<file path="src/rtl/wsr_pkg.sv">
// Shared types and constants for the winch sequencer with recovery.
// Used by wsr_step and winch_sequencer_with_recovery; depends on nothing.
package wsr_pkg;

  localparam int unsigned MaxDepthPoints = 16;
  localparam int unsigned PointWidth     = 5;
  localparam int unsigned AttemptWidth   = 3;
  localparam int unsigned CfgIndexWidth  = 3;
  localparam int unsigned CfgDataWidth   = 5;
  localparam int unsigned FuncWidth      = 3;
  localparam int unsigned StateWidth     = 4;
  localparam int unsigned TimerWidth     = 3;

  localparam logic [PointWidth-1:0]   PointMax   = {PointWidth{1'b1}};
  localparam logic [AttemptWidth-1:0] AttemptMax = {AttemptWidth{1'b1}};

  typedef enum logic [StateWidth-1:0] {
    ST_IDLE  = 4'd0,
    ST_DOWN  = 4'd1,
    ST_UP    = 4'd2,
    ST_WAIT  = 4'd3,
    ST_DONE  = 4'd4,
    ST_ERR   = 4'd5,
    ST_TREV  = 4'd6,
    ST_RDOWN = 4'd7,
    ST_RUP   = 4'd8
  } op_state_t;

  typedef enum logic [1:0] {
    DIR_STOP    = 2'd0,
    DIR_UP      = 2'd1,
    DIR_DOWN    = 2'd2,
    DIR_INVALID = 2'd3
  } dir_t;

  typedef enum logic [2:0] {
    EV_NONE     = 3'd0,
    EV_START    = 3'd1,
    EV_HOME     = 3'd2,
    EV_ALARM    = 3'd3,
    EV_CLEAR    = 3'd4,
    EV_AUTO_OFF = 3'd5,
    EV_TIMEOUT  = 3'd6
  } event_t;

  typedef enum logic [FuncWidth-1:0] {
    FN_START   = 3'd0,
    FN_HOME    = 3'd1,
    FN_TENSION = 3'd2,
    FN_AUTO    = 3'd3,
    FN_TIMER   = 3'd4
  } func_t;

  typedef enum logic [TimerWidth-1:0] {
    TK_NONE  = 3'd0,
    TK_MOVE  = 3'd1,
    TK_WAIT  = 3'd2,
    TK_1S    = 3'd3,
    TK_2S    = 3'd4,
    TK_8S    = 3'd5
  } timer_kind_t;

  typedef enum logic [1:0] {
    MODE_LOWER = 2'd0,
    MODE_RISE  = 2'd1,
    MODE_HOME  = 2'd2
  } mode_t;

  typedef enum logic [CfgIndexWidth-1:0] {
    CFG_OPERATION_MODE  = 3'd0,
    CFG_DEPTH_STOPS     = 3'd1,
    CFG_POINT_COUNT     = 3'd2,
    CFG_RECOVERY_LIMIT  = 3'd3
  } cfg_index_t;

  typedef struct packed {
    mode_t                   mode;
    logic                    depth_stops;
    logic [PointWidth-1:0]   point_count;
    logic [AttemptWidth-1:0] recovery_limit;
  } cfg_t;

  typedef struct packed {
    op_state_t               st;
    dir_t                    dir;
    logic [AttemptWidth-1:0] attempt;
    logic [PointWidth-1:0]   pidx;
  } ctx_t;

  typedef struct packed {
    logic [StateWidth-1:0] op_state;
    logic                  drive_down;
    logic                  drive_up;
    logic [TimerWidth-1:0] timer_kind;
    logic                  done_res;
    logic                  failed;
  } res_t;

endpackage

</file>
<file path="src/rtl/wsr_step.sv">
// Combinational transition logic of the winch sequencer: event decode, state
// change with entry actions, counters and the result word. Uses wsr_pkg.
module wsr_step #(
  parameter int unsigned MAX_DEPTH_POINTS = wsr_pkg::MaxDepthPoints
) (
  input  wsr_pkg::cfg_t                   cfg,
  input  wsr_pkg::ctx_t                   cur,
  input  logic [wsr_pkg::FuncWidth-1:0]   func,
  input  logic                            level,
  input  logic                            tension_now,
  output wsr_pkg::ctx_t                   nxt,
  output wsr_pkg::res_t                   res
);
  import wsr_pkg::*;

  localparam logic [PointWidth-1:0] PointLimit = PointWidth'(MAX_DEPTH_POINTS);

  event_t                  ev;
  op_state_t               move_st;
  op_state_t               hnext;
  logic [PointWidth-1:0]   points_in_use;
  logic [PointWidth-1:0]   pidx_inc;
  logic [PointWidth-1:0]   pidx_h;
  logic                    at_static;
  logic [AttemptWidth-1:0] att_h;
  logic [AttemptWidth-1:0] att_inc;

  always_comb begin
    unique case (func_t'(func))
      FN_START:   ev = EV_START;
      FN_HOME:    ev = level ? EV_HOME : EV_NONE;
      FN_TENSION: ev = level ? EV_ALARM : EV_CLEAR;
      FN_AUTO:    ev = level ? EV_NONE : EV_AUTO_OFF;
      FN_TIMER:   ev = EV_TIMEOUT;
      default:    ev = EV_NONE;
    endcase
  end

  always_comb begin
    unique case (cfg.mode)
      MODE_LOWER:          move_st = ST_DOWN;
      MODE_RISE, MODE_HOME: move_st = ST_UP;
      default:             move_st = ST_ERR;
    endcase
  end

  assign points_in_use = (cfg.point_count > PointLimit) ? PointLimit : cfg.point_count;
  assign at_static     = cfg.depth_stops && (cur.pidx < points_in_use);
  assign pidx_inc      = (cur.pidx < PointMax) ? cur.pidx + 1'b1 : cur.pidx;

  // Event handling: the state the event asks for, before entry actions.
  always_comb begin
    hnext  = cur.st;
    att_h  = cur.attempt;
    pidx_h = cur.pidx;
    unique case (cur.st)
      ST_IDLE, ST_DONE, ST_ERR: begin
        if (ev == EV_START) begin
          att_h  = '0;
          pidx_h = '0;
          hnext  = move_st;
        end
      end
      ST_DOWN: begin
        priority if (ev == EV_HOME) hnext = ST_DONE;
        else if (ev == EV_ALARM) hnext = ST_TREV;
        else if (ev == EV_AUTO_OFF) hnext = ST_ERR;
        else if (ev == EV_TIMEOUT) begin
          if (at_static) hnext = ST_WAIT;
          else hnext = (cfg.mode == MODE_LOWER) ? ST_DONE : ST_ERR;
        end
        else hnext = cur.st;
      end
      ST_UP: begin
        priority if (ev == EV_HOME) hnext = ST_DONE;
        else if (ev == EV_ALARM) hnext = ST_TREV;
        else if (ev == EV_AUTO_OFF) hnext = ST_ERR;
        else if (ev == EV_TIMEOUT) hnext = at_static ? ST_WAIT : ST_RDOWN;
        else hnext = cur.st;
      end
      ST_WAIT: begin
        priority if (ev == EV_HOME && cfg.mode == MODE_RISE) hnext = ST_DONE;
        else if (ev == EV_AUTO_OFF) hnext = ST_ERR;
        else if (ev == EV_TIMEOUT) begin
          pidx_h = pidx_inc;
          if (pidx_inc >= points_in_use) begin
            hnext = (cfg.mode == MODE_RISE) ? ST_UP : ST_DONE;
          end else begin
            hnext = move_st;
          end
        end
        else hnext = cur.st;
      end
      ST_TREV: begin
        priority if (ev == EV_HOME) hnext = ST_DONE;
        else if (ev == EV_AUTO_OFF) hnext = ST_ERR;
        else if (ev == EV_CLEAR) hnext = move_st;
        else if (ev == EV_TIMEOUT) hnext = tension_now ? ST_ERR : move_st;
        else hnext = cur.st;
      end
      ST_RDOWN: begin
        priority if (ev == EV_AUTO_OFF) hnext = ST_ERR;
        else if (ev == EV_TIMEOUT) hnext = ST_RUP;
        else hnext = cur.st;
      end
      ST_RUP: begin
        priority if (ev == EV_HOME) hnext = ST_DONE;
        else if (ev == EV_AUTO_OFF) hnext = ST_ERR;
        else if (ev == EV_TIMEOUT) begin
          hnext = (cur.attempt >= cfg.recovery_limit) ? ST_ERR : ST_RDOWN;
        end
        else hnext = cur.st;
      end
      default: hnext = ST_IDLE;
    endcase
  end

  assign att_inc = (att_h < AttemptMax) ? att_h + 1'b1 : att_h;

  // Entry actions, taken only when the state actually changes; a done or error state always stops the winch.
  always_comb begin
    nxt.st      = hnext;
    nxt.dir     = cur.dir;
    nxt.attempt = att_h;
    nxt.pidx    = pidx_h;
    if (hnext != cur.st) begin
      unique case (hnext)
        ST_IDLE, ST_WAIT: nxt.dir = DIR_STOP;
        ST_DOWN:          nxt.dir = DIR_DOWN;
        ST_UP, ST_RUP:    nxt.dir = DIR_UP;
        ST_TREV:          nxt.dir = (cur.dir == DIR_DOWN) ? DIR_UP : DIR_DOWN;
        ST_RDOWN: begin
          nxt.attempt = att_inc;
          if (att_inc > cfg.recovery_limit) begin
            nxt.dir = DIR_STOP;
            nxt.st  = ST_ERR;
          end else begin
            nxt.dir = DIR_DOWN;
          end
        end
        default:          nxt.dir = DIR_STOP;
      endcase
    end
    if (nxt.st == ST_DONE || nxt.st == ST_ERR) begin
      nxt.dir = DIR_STOP;
    end
  end

  always_comb begin
    res.op_state   = nxt.st;
    res.drive_down = (nxt.dir == DIR_DOWN);
    res.drive_up   = (nxt.dir == DIR_UP);
    res.done_res   = (nxt.st == ST_DONE);
    res.failed     = (nxt.st == ST_ERR);
    unique case (nxt.st)
      ST_DOWN, ST_UP: res.timer_kind = TK_MOVE;
      ST_WAIT:        res.timer_kind = TK_WAIT;
      ST_TREV:        res.timer_kind = TK_1S;
      ST_RDOWN:       res.timer_kind = TK_2S;
      ST_RUP:         res.timer_kind = TK_8S;
      default:        res.timer_kind = TK_NONE;
    endcase
  end

endmodule

</file>
<file path="src/rtl/winch_sequencer_with_recovery.sv">
// Top level of the winch sequencer with timeout and tension recovery.
// Holds configuration, sequencer state and the output buffer; uses wsr_pkg and wsr_step.
//
// Each accepted event word is handled in the clock cycle it is accepted: the
// transition logic in wsr_step is combinational from the state registers, so
// a new event can be taken on every clock while in_stall is low. A two-word
// output buffer registers each result word and lets the block take one more event
// while a result is stalled; in_stall rises only when both words are held.
module winch_sequencer_with_recovery #(
  parameter int unsigned MAX_DEPTH_POINTS = wsr_pkg::MaxDepthPoints
) (
  input  logic                                clk,
  input  logic                                rst,
  input  logic                                cfg_valid,
  output logic                                cfg_ready,
  input  logic [wsr_pkg::CfgIndexWidth-1:0]   cfg_index,
  input  logic [wsr_pkg::CfgDataWidth-1:0]    cfg_data,
  input  logic                                in_valid,
  output logic                                in_stall,
  input  logic [wsr_pkg::FuncWidth-1:0]       func,
  input  logic                                level,
  input  logic                                tension_now,
  output logic                                out_valid,
  input  logic                                out_stall,
  output logic [wsr_pkg::StateWidth-1:0]      op_state,
  output logic                                drive_down,
  output logic                                drive_up,
  output logic [wsr_pkg::TimerWidth-1:0]      timer_kind,
  output logic                                done_res,
  output logic                                failed
);
  import wsr_pkg::*;

  cfg_t cfg;
  ctx_t ctx;
  ctx_t ctx_next;
  res_t res_next;
  res_t out_word;
  res_t skid_word;
  logic skid_full;
  logic accept;
  logic take;

  assign cfg_ready = 1'b1;
  assign accept    = in_valid && !in_stall;
  assign take      = out_valid && !out_stall;
  assign in_stall  = skid_full;

  always_ff @(posedge clk) begin
    if (rst) begin
      cfg.mode           <= MODE_HOME;
      cfg.depth_stops    <= 1'b0;
      cfg.point_count    <= '0;
      cfg.recovery_limit <= AttemptWidth'(3);
    end else if (cfg_valid && cfg_ready) begin
      unique case (cfg_index_t'(cfg_index))
        CFG_OPERATION_MODE: cfg.mode           <= mode_t'(cfg_data[1:0]);
        CFG_DEPTH_STOPS:    cfg.depth_stops    <= cfg_data[0];
        CFG_POINT_COUNT:    cfg.point_count    <= cfg_data[PointWidth-1:0];
        CFG_RECOVERY_LIMIT: cfg.recovery_limit <= cfg_data[AttemptWidth-1:0];
        default: ;
      endcase
    end
  end

  wsr_step #(
    .MAX_DEPTH_POINTS(MAX_DEPTH_POINTS)
  ) u_step (
    .cfg         (cfg),
    .cur         (ctx),
    .func        (func),
    .level       (level),
    .tension_now (tension_now),
    .nxt         (ctx_next),
    .res         (res_next)
  );

  always_ff @(posedge clk) begin
    if (rst) begin
      ctx.st      <= ST_IDLE;
      ctx.dir     <= DIR_INVALID;
      ctx.attempt <= '0;
      ctx.pidx    <= '0;
    end else if (accept) begin
      ctx <= ctx_next;
    end
  end

  always_ff @(posedge clk) begin
    if (rst) begin
      out_valid <= 1'b0;
      skid_full <= 1'b0;
    end else if (skid_full) begin
      if (take) begin
        skid_full <= 1'b0;
      end
    end else if (accept) begin
      if (out_valid && out_stall) begin
        skid_full <= 1'b1;
      end else begin
        out_valid <= 1'b1;
      end
    end else if (take) begin
      out_valid <= 1'b0;
    end
  end

  always_ff @(posedge clk) begin
    if (skid_full) begin
      if (take) begin
        out_word <= skid_word;
      end
    end else if (accept) begin
      if (out_valid && out_stall) begin
        skid_word <= res_next;
      end else begin
        out_word <= res_next;
      end
    end
  end

  assign op_state   = out_word.op_state;
  assign drive_down = out_word.drive_down;
  assign drive_up   = out_word.drive_up;
  assign timer_kind = out_word.timer_kind;
  assign done_res   = out_word.done_res;
  assign failed     = out_word.failed;

  a_skid_needs_out: assert property (@(posedge clk) disable iff (rst)
    in_stall |-> out_valid)
    else $error("Second buffer word held without a first one.");

  a_skid_fill: assert property (@(posedge clk) disable iff (rst)
    $rose(in_stall) |-> $past(out_valid && out_stall))
    else $error("Second buffer word filled while the output was free.");

  a_one_line: assert property (@(posedge clk) disable iff (rst)
    out_valid |-> !(drive_down && drive_up))
    else $error("Both winch lines driven at once.");

  a_terminal_quiet: assert property (@(posedge clk) disable iff (rst)
    (out_valid && (done_res || failed)) |-> (!drive_down && !drive_up))
    else $error("Winch driven in a terminal state.");

  a_timer_idle: assert property (@(posedge clk) disable iff (rst)
    out_valid |-> ((timer_kind == TK_NONE) ==
      (op_state == ST_IDLE || op_state == ST_DONE || op_state == ST_ERR)))
    else $error("Timer request does not match the state.");

endmodule

</file>
<file path="config.mk">
export PLATFORM = sky130hd
export DESIGN_NAME = winch_sequencer_with_recovery
export DESIGN_NICKNAME = d
export VERILOG_FILES = /design/src/rtl/wsr_pkg.sv /design/src/rtl/wsr_step.sv /design/src/rtl/winch_sequencer_with_recovery.sv
export SDC_FILE = /design/constraint.sdc
export NUM_CORES = 1
export LEC_CHECK = 0
export BUFFER_PORTS_ARGS = -buffer_cell sky130_fd_sc_hd__buf_2
export CAP_MARGIN = 5
export CORE_MARGIN = 3
export CORE_UTILIZATION = 49
export DETAILED_ROUTE_END_ITERATION = 8
export PLACE_DENSITY_LB_ADDON = 0.05
export SYNTH_ARGS = -nofsm -noshare
export SYNTH_HDL_FRONTEND = slang
export SYNTH_HIERARCHICAL = 1
export SYNTH_SLANG_ARGS = --single-unit
</file>
<file path="constraint.sdc">
create_clock -name clk -period 8.55 [get_ports clk]
set_input_delay 0 -clock clk [delete_from_list [all_inputs] [get_ports clk]]
set_output_delay 0 -clock clk [all_outputs]
set_load 0.05 [all_outputs]
</file>
Word-level counts from Yosys, hierarchy flattened. Cells that the tools add are included.

Logic and storage cells: 170. Output and inout bits: 14. Register bits after elaboration: 49.

Muxes and demuxes: 64. Reduce and logical (&&, ||, !) cells: 27. Magnitude comparators: 7. Equal/unequal tests: 47. Bitwise operators: 1. Add/subtract/negate cells: 2.

Operators by type and width (number): 2-to-1 mux 4 bit (25); 2-to-1 mux 11 bit (4); == test 4 x 3 -> 1 bit (second input constant) (10); 2-to-1 mux 5 bit (6); one-hot mux 3 bit (5 select lines) (2); one-hot mux 4 bit (7 select lines) (1); 2-to-1 mux 3 bit (9); == test 4 x 2 -> 1 bit (second input constant) (5); == test 3 x 2 -> 1 bit (second input constant) (6); == test 3 bit (second input constant) (4); == test 4 x 1 -> 1 bit (second input constant) (3); == test 4 bit (second input constant) (3); 2-to-1 mux 2 bit (5); one-hot mux 5 bit (2 select lines) (1); == test 3 x 1 -> 1 bit (second input constant) (3); 2-to-1 mux 9 bit (1); AND reduction 3 bit (3); 2-to-1 mux 1 bit (8); inequality test 2 bit (second input constant) (4); one-hot mux 2 bit (4 select lines) (1); AND reduction 2 bit (4); == test 2 bit (second input constant) (3); zero test 3 bit (2); inequality test 2 x 1 -> 1 bit (second input constant) (3); 22 further kinds (32).

Logic depth before layout (Yosys ltp).
Depth in word-level cells: 21. Gate-level depth with buffers: 17. Gate-level depth less buffers: 17.

Cells and area by module. The synthesis kept the hierarchy.

Modules (own cells, without submodules): winch_sequencer_with_recovery (times used 1, area an instance 1875.5 um^2, cells an instance 152); wsr_step (times used 1, area an instance 1651.6 um^2, cells an instance 246).

Worst setup path after synthesis. OpenSTA, ideal clock, no wires.

Kind: register -> register. From: reg ctx[0] in the netlist's numbering. To: reg out_word, in the netlist drive_down (data pin). Required time: 8290 ps. Slack: 4873 ps. Arrival time: 3417 ps. Buffers on the path: 1. Stages on the path, launching flop included: 16. Period minus slack after synthesis: 3677 ps. Path through: dfxtp_1 ha_1 a31oi_1 a41oi_1 ha_1 nand4_1 o22ai_1 nor4_1 o21ai_0 a221o_1 clkbuf_1 xor2_1 nor4_4 mux2i_1 and3b_1 mux2_2.

RTL lines: start, declared (RTL line winch_sequencer_with_recovery.sv:35) `ctx_t ctx;`; start signal, assigned (RTL line winch_sequencer_with_recovery.sv:85) `ctx <= ctx_next;`; end signal, assigned (RTL line winch_sequencer_with_recovery.sv:111) `out_word <= skid_word;`; end signal, assigned (RTL line winch_sequencer_with_recovery.sv:117) `out_word <= res_next;`; end, declared (RTL line winch_sequencer_with_recovery.sv:38) `res_t out_word;`.

==> run metrics <==
status completed; Rel. slew slack 29.77%; synth unique cells 74; drt via density 5.632; worst ir drop on vdd 0.00008599 V; top-count cell post-synth nand2_1; Post-synth EDFFs 22; worst min path class input port to flip-flop; Max Cap Viol 0; Post-Place Cells 497; GR Util met1 28.42%; PostCTS Resize Cnt 0; post-synth top area cell edfxtp_1; crit path capture type flip-flop; Core Footprint 6869 sq um; Final period util 51.45%; Slew Limit Fails 0; Site Rows 30; post-synthesis mux area share 7.875%; dominant combinational cell family by area after synthesis simple AND/OR/NAND/NOR gates; Top Usage Layer GRT met1; P_leak around 1.5 nW; latest clock arrival within the worst-skew pair 0.30 ns; Sw Ratio about a third; H-tree levels 2; layout cell share with drive strength beyond 1 16.63%; die area 8252 sq um; Die Y between 90 and 100 um; setup tns final 0 ns; Worst EP required 8.62 ns; First-pass DRT Iterations 5; Post-synth ARST share 0%; Crit Path Class flip-flop to flip-flop; Mapped Nets around 440; Clock Path Buffers 2; n_diodes 0; total power draw 0.0005261 W; Psw 0.0001654 W; total CTS buffers 5; Synth warnings 6; largest net degree at the start of global routing 31; Int Power 0.0003607 W; Cell Count, Final, Fillers Out 511; Routed Antenna Nets 0; Synth Area in Compound Gates 16.74%; Worst-path clk slew 0.10 ns; endpoints failing hold 0; chip width 90.84 um; CTS Sinks 49; Cell Pwr Density between 100 and 150 nW/um^2; commonest cells in the netlist nand2_1, a21oi_1, dfxtp_1, nor2_1, edfxtp_1; grt met3 use around 2.7%; Post-Synthesis Cells 398; synthesis-to-finish area growth 7.343%; adder-cell share of the synthesized area 7.095%; CTS root buffer clkbuf_8; Seq/Total Area, Yosys between 30 and 40%; # IOs 32; Sequential Power Share between 50 and 60%; DR iter-0 viols 142; area share of the largest cell type after synthesis roughly a fifth; Worst Skew 0.01057 ns; clock period minus worst slack around 4.4 ns; Comb pwr share between 20% and 30%; NumNets Final 452; Startpoint Class flip-flop; Final Setup Violations 0; final routed DRC violation total 0; drt wl/cell approximately 15 um; final wirelength 7531 um; first-pass GRT wire length 12920 um; fillers about 680; grt met2 use between 20% and 30%; GRT overflow 0; Avg Cell Area, Syn 8.862 sq um; DR vias 2878; clock power share 26.9%; I/O Buffers 30; HPWL Detailed 5522 um; Worst Max-Slew Pin Slew 1.053 ns; CTS tree built; RSZ-0062 raised after global routing no; gr usage total around a fifth; FF+latch count, synth 49; final core occ 55.12%; Simple-Gate Fraction of Synth Area 26.32%; vias in the first global route between 2000 and 3000; Achievable Freq ~230 MHz; initial antenna violation count 0; synth top area cells edfxtp_1, dfxtp_1, ha_1; synthesized area about 3500 sq um; top_reg_cell synth dfxtp_1; GPL Wtd Cong 0.8453; CP arrival 4.47 ns; Crit Path Max Fanout 14; XOR/XNOR Fraction of Synth Area under 10%; Initial Utilization 51.35%
[metrics by stage]
step                      area [sq um]  hold WS, ns  setup slack [ns]
after floorplan                   3527       0.1439             4.873
after global placement            3631       0.2390             4.342
after detailed placement          3631       0.2471             4.173
after CTS                         3786      0.01988             4.157
after global routing              3786      0.04134             3.822
final                             3786      0.02286             4.151
[registers in the layout (all words and copies together), names as in the netlist]
name and cells:
ctx 14, cfg 11, skid_word 11, op_state 4
timer_kind 3, done_res 1, drive_down 1, drive_up 1
failed 1, in_stall 1, out_valid 1
[cell type report]
class	instances	area, sq um	share of cell area (%)
clock inverter	3	26.28	0.6940
tap	96	120.1	3.173
sequential	49	1201	31.73
clock buffer	5	68.82	1.818
multi-input combinational	307	2103	55.55
timing repair buffer	36	210.2	5.552
inverter	15	56.30	1.487
[metal layers]
metal / wire [um] / part of all wire (%) / up-vias
met5: 0 / 0 / -
met4: 57 / 0.76 / 0
met3: 309 / 4.1 / 8
li1: - / - / 1468
met2: 3217 / 43 / 69
met1: 3947 / 52 / 1333
[what timing repair did]
action / CTS / global route
buffers inserted: 0 / 0
hold endpoints to repair: 9 / 0
hold buffers: 6 / 0
[cells by family after synthesis]
| family | count (synthesis) |
|---|---|
| muxes | 26 |
| buffers and inverters | 42 |
| DFF | 49 |
| and+or+nand+nor | 164 |
| adders and majority gates | 20 |
| AOI/OAI and AO/OA | 90 |
| other | 1 |
| xor gates and xnor gates | 6 |
[path summary, 6_finish.rpt]
check,slack [ns],end,start,depth (start not counted)
setup reg to reg,4.15,drive_up,ctx[0],14
setup / recovery,4.15,drive_up,ctx[0],14
hold reg to reg,0.49,ctx[9],ctx[9],2
hold / removal,0.02,cfg[10],cfg_index[2],3
[cell usage in the layout, fill, tap and decap left out, drive strengths merged, types with 3 or more instances in the layout]
cell type	n
clkbuf	5
nor3	8
nor4	3
nand2	55
nand2b	11
a211oi	3
dfxtp	27
nor4bb	3
a21o	3
and2	6
xnor2	4
inv	16
buf	30
a21oi	31
nor4b	3
mux2i	12
ha	20
nand3b	3
a31oi	4
and3	7
o21ai	21
a22o	4
nand4	3
edfxtp	22
nor2b	9
nor3b	4
dlygate4sd3	6
mux2	14
nand3	7
nor2	28
[power groups by stage]
stage	logic, W	registers (W)	clock network [W]
after floorplan	0.0000745	0.000293	0
after global placement	0.000115	0.000272	0
final	0.000118	0.000267	0.000141
after global routing	0.000129	0.000269	0.000157
after detailed placement	0.000116	0.000272	0
after CTS	0.000118	0.000267	0.000148
[worst max-delay path, cell delays in order, from the launching register on]
cell and delay, ns:
dfxtp_1 0.46, ha_1 0.25, a31oi_1 0.09, a41oi_1 0.25, ha_1 0.30, nand4_1 0.10
o22ai_1 0.10, nor4_1 0.35, o21ai_0 0.17, nand3_1 0.42, mux2_2 0.43, nor4_4 0.43
mux2i_1 0.33, and3b_1 0.22, mux2_2 0.25
Note: power is estimated with default switching activity, not from simulation.
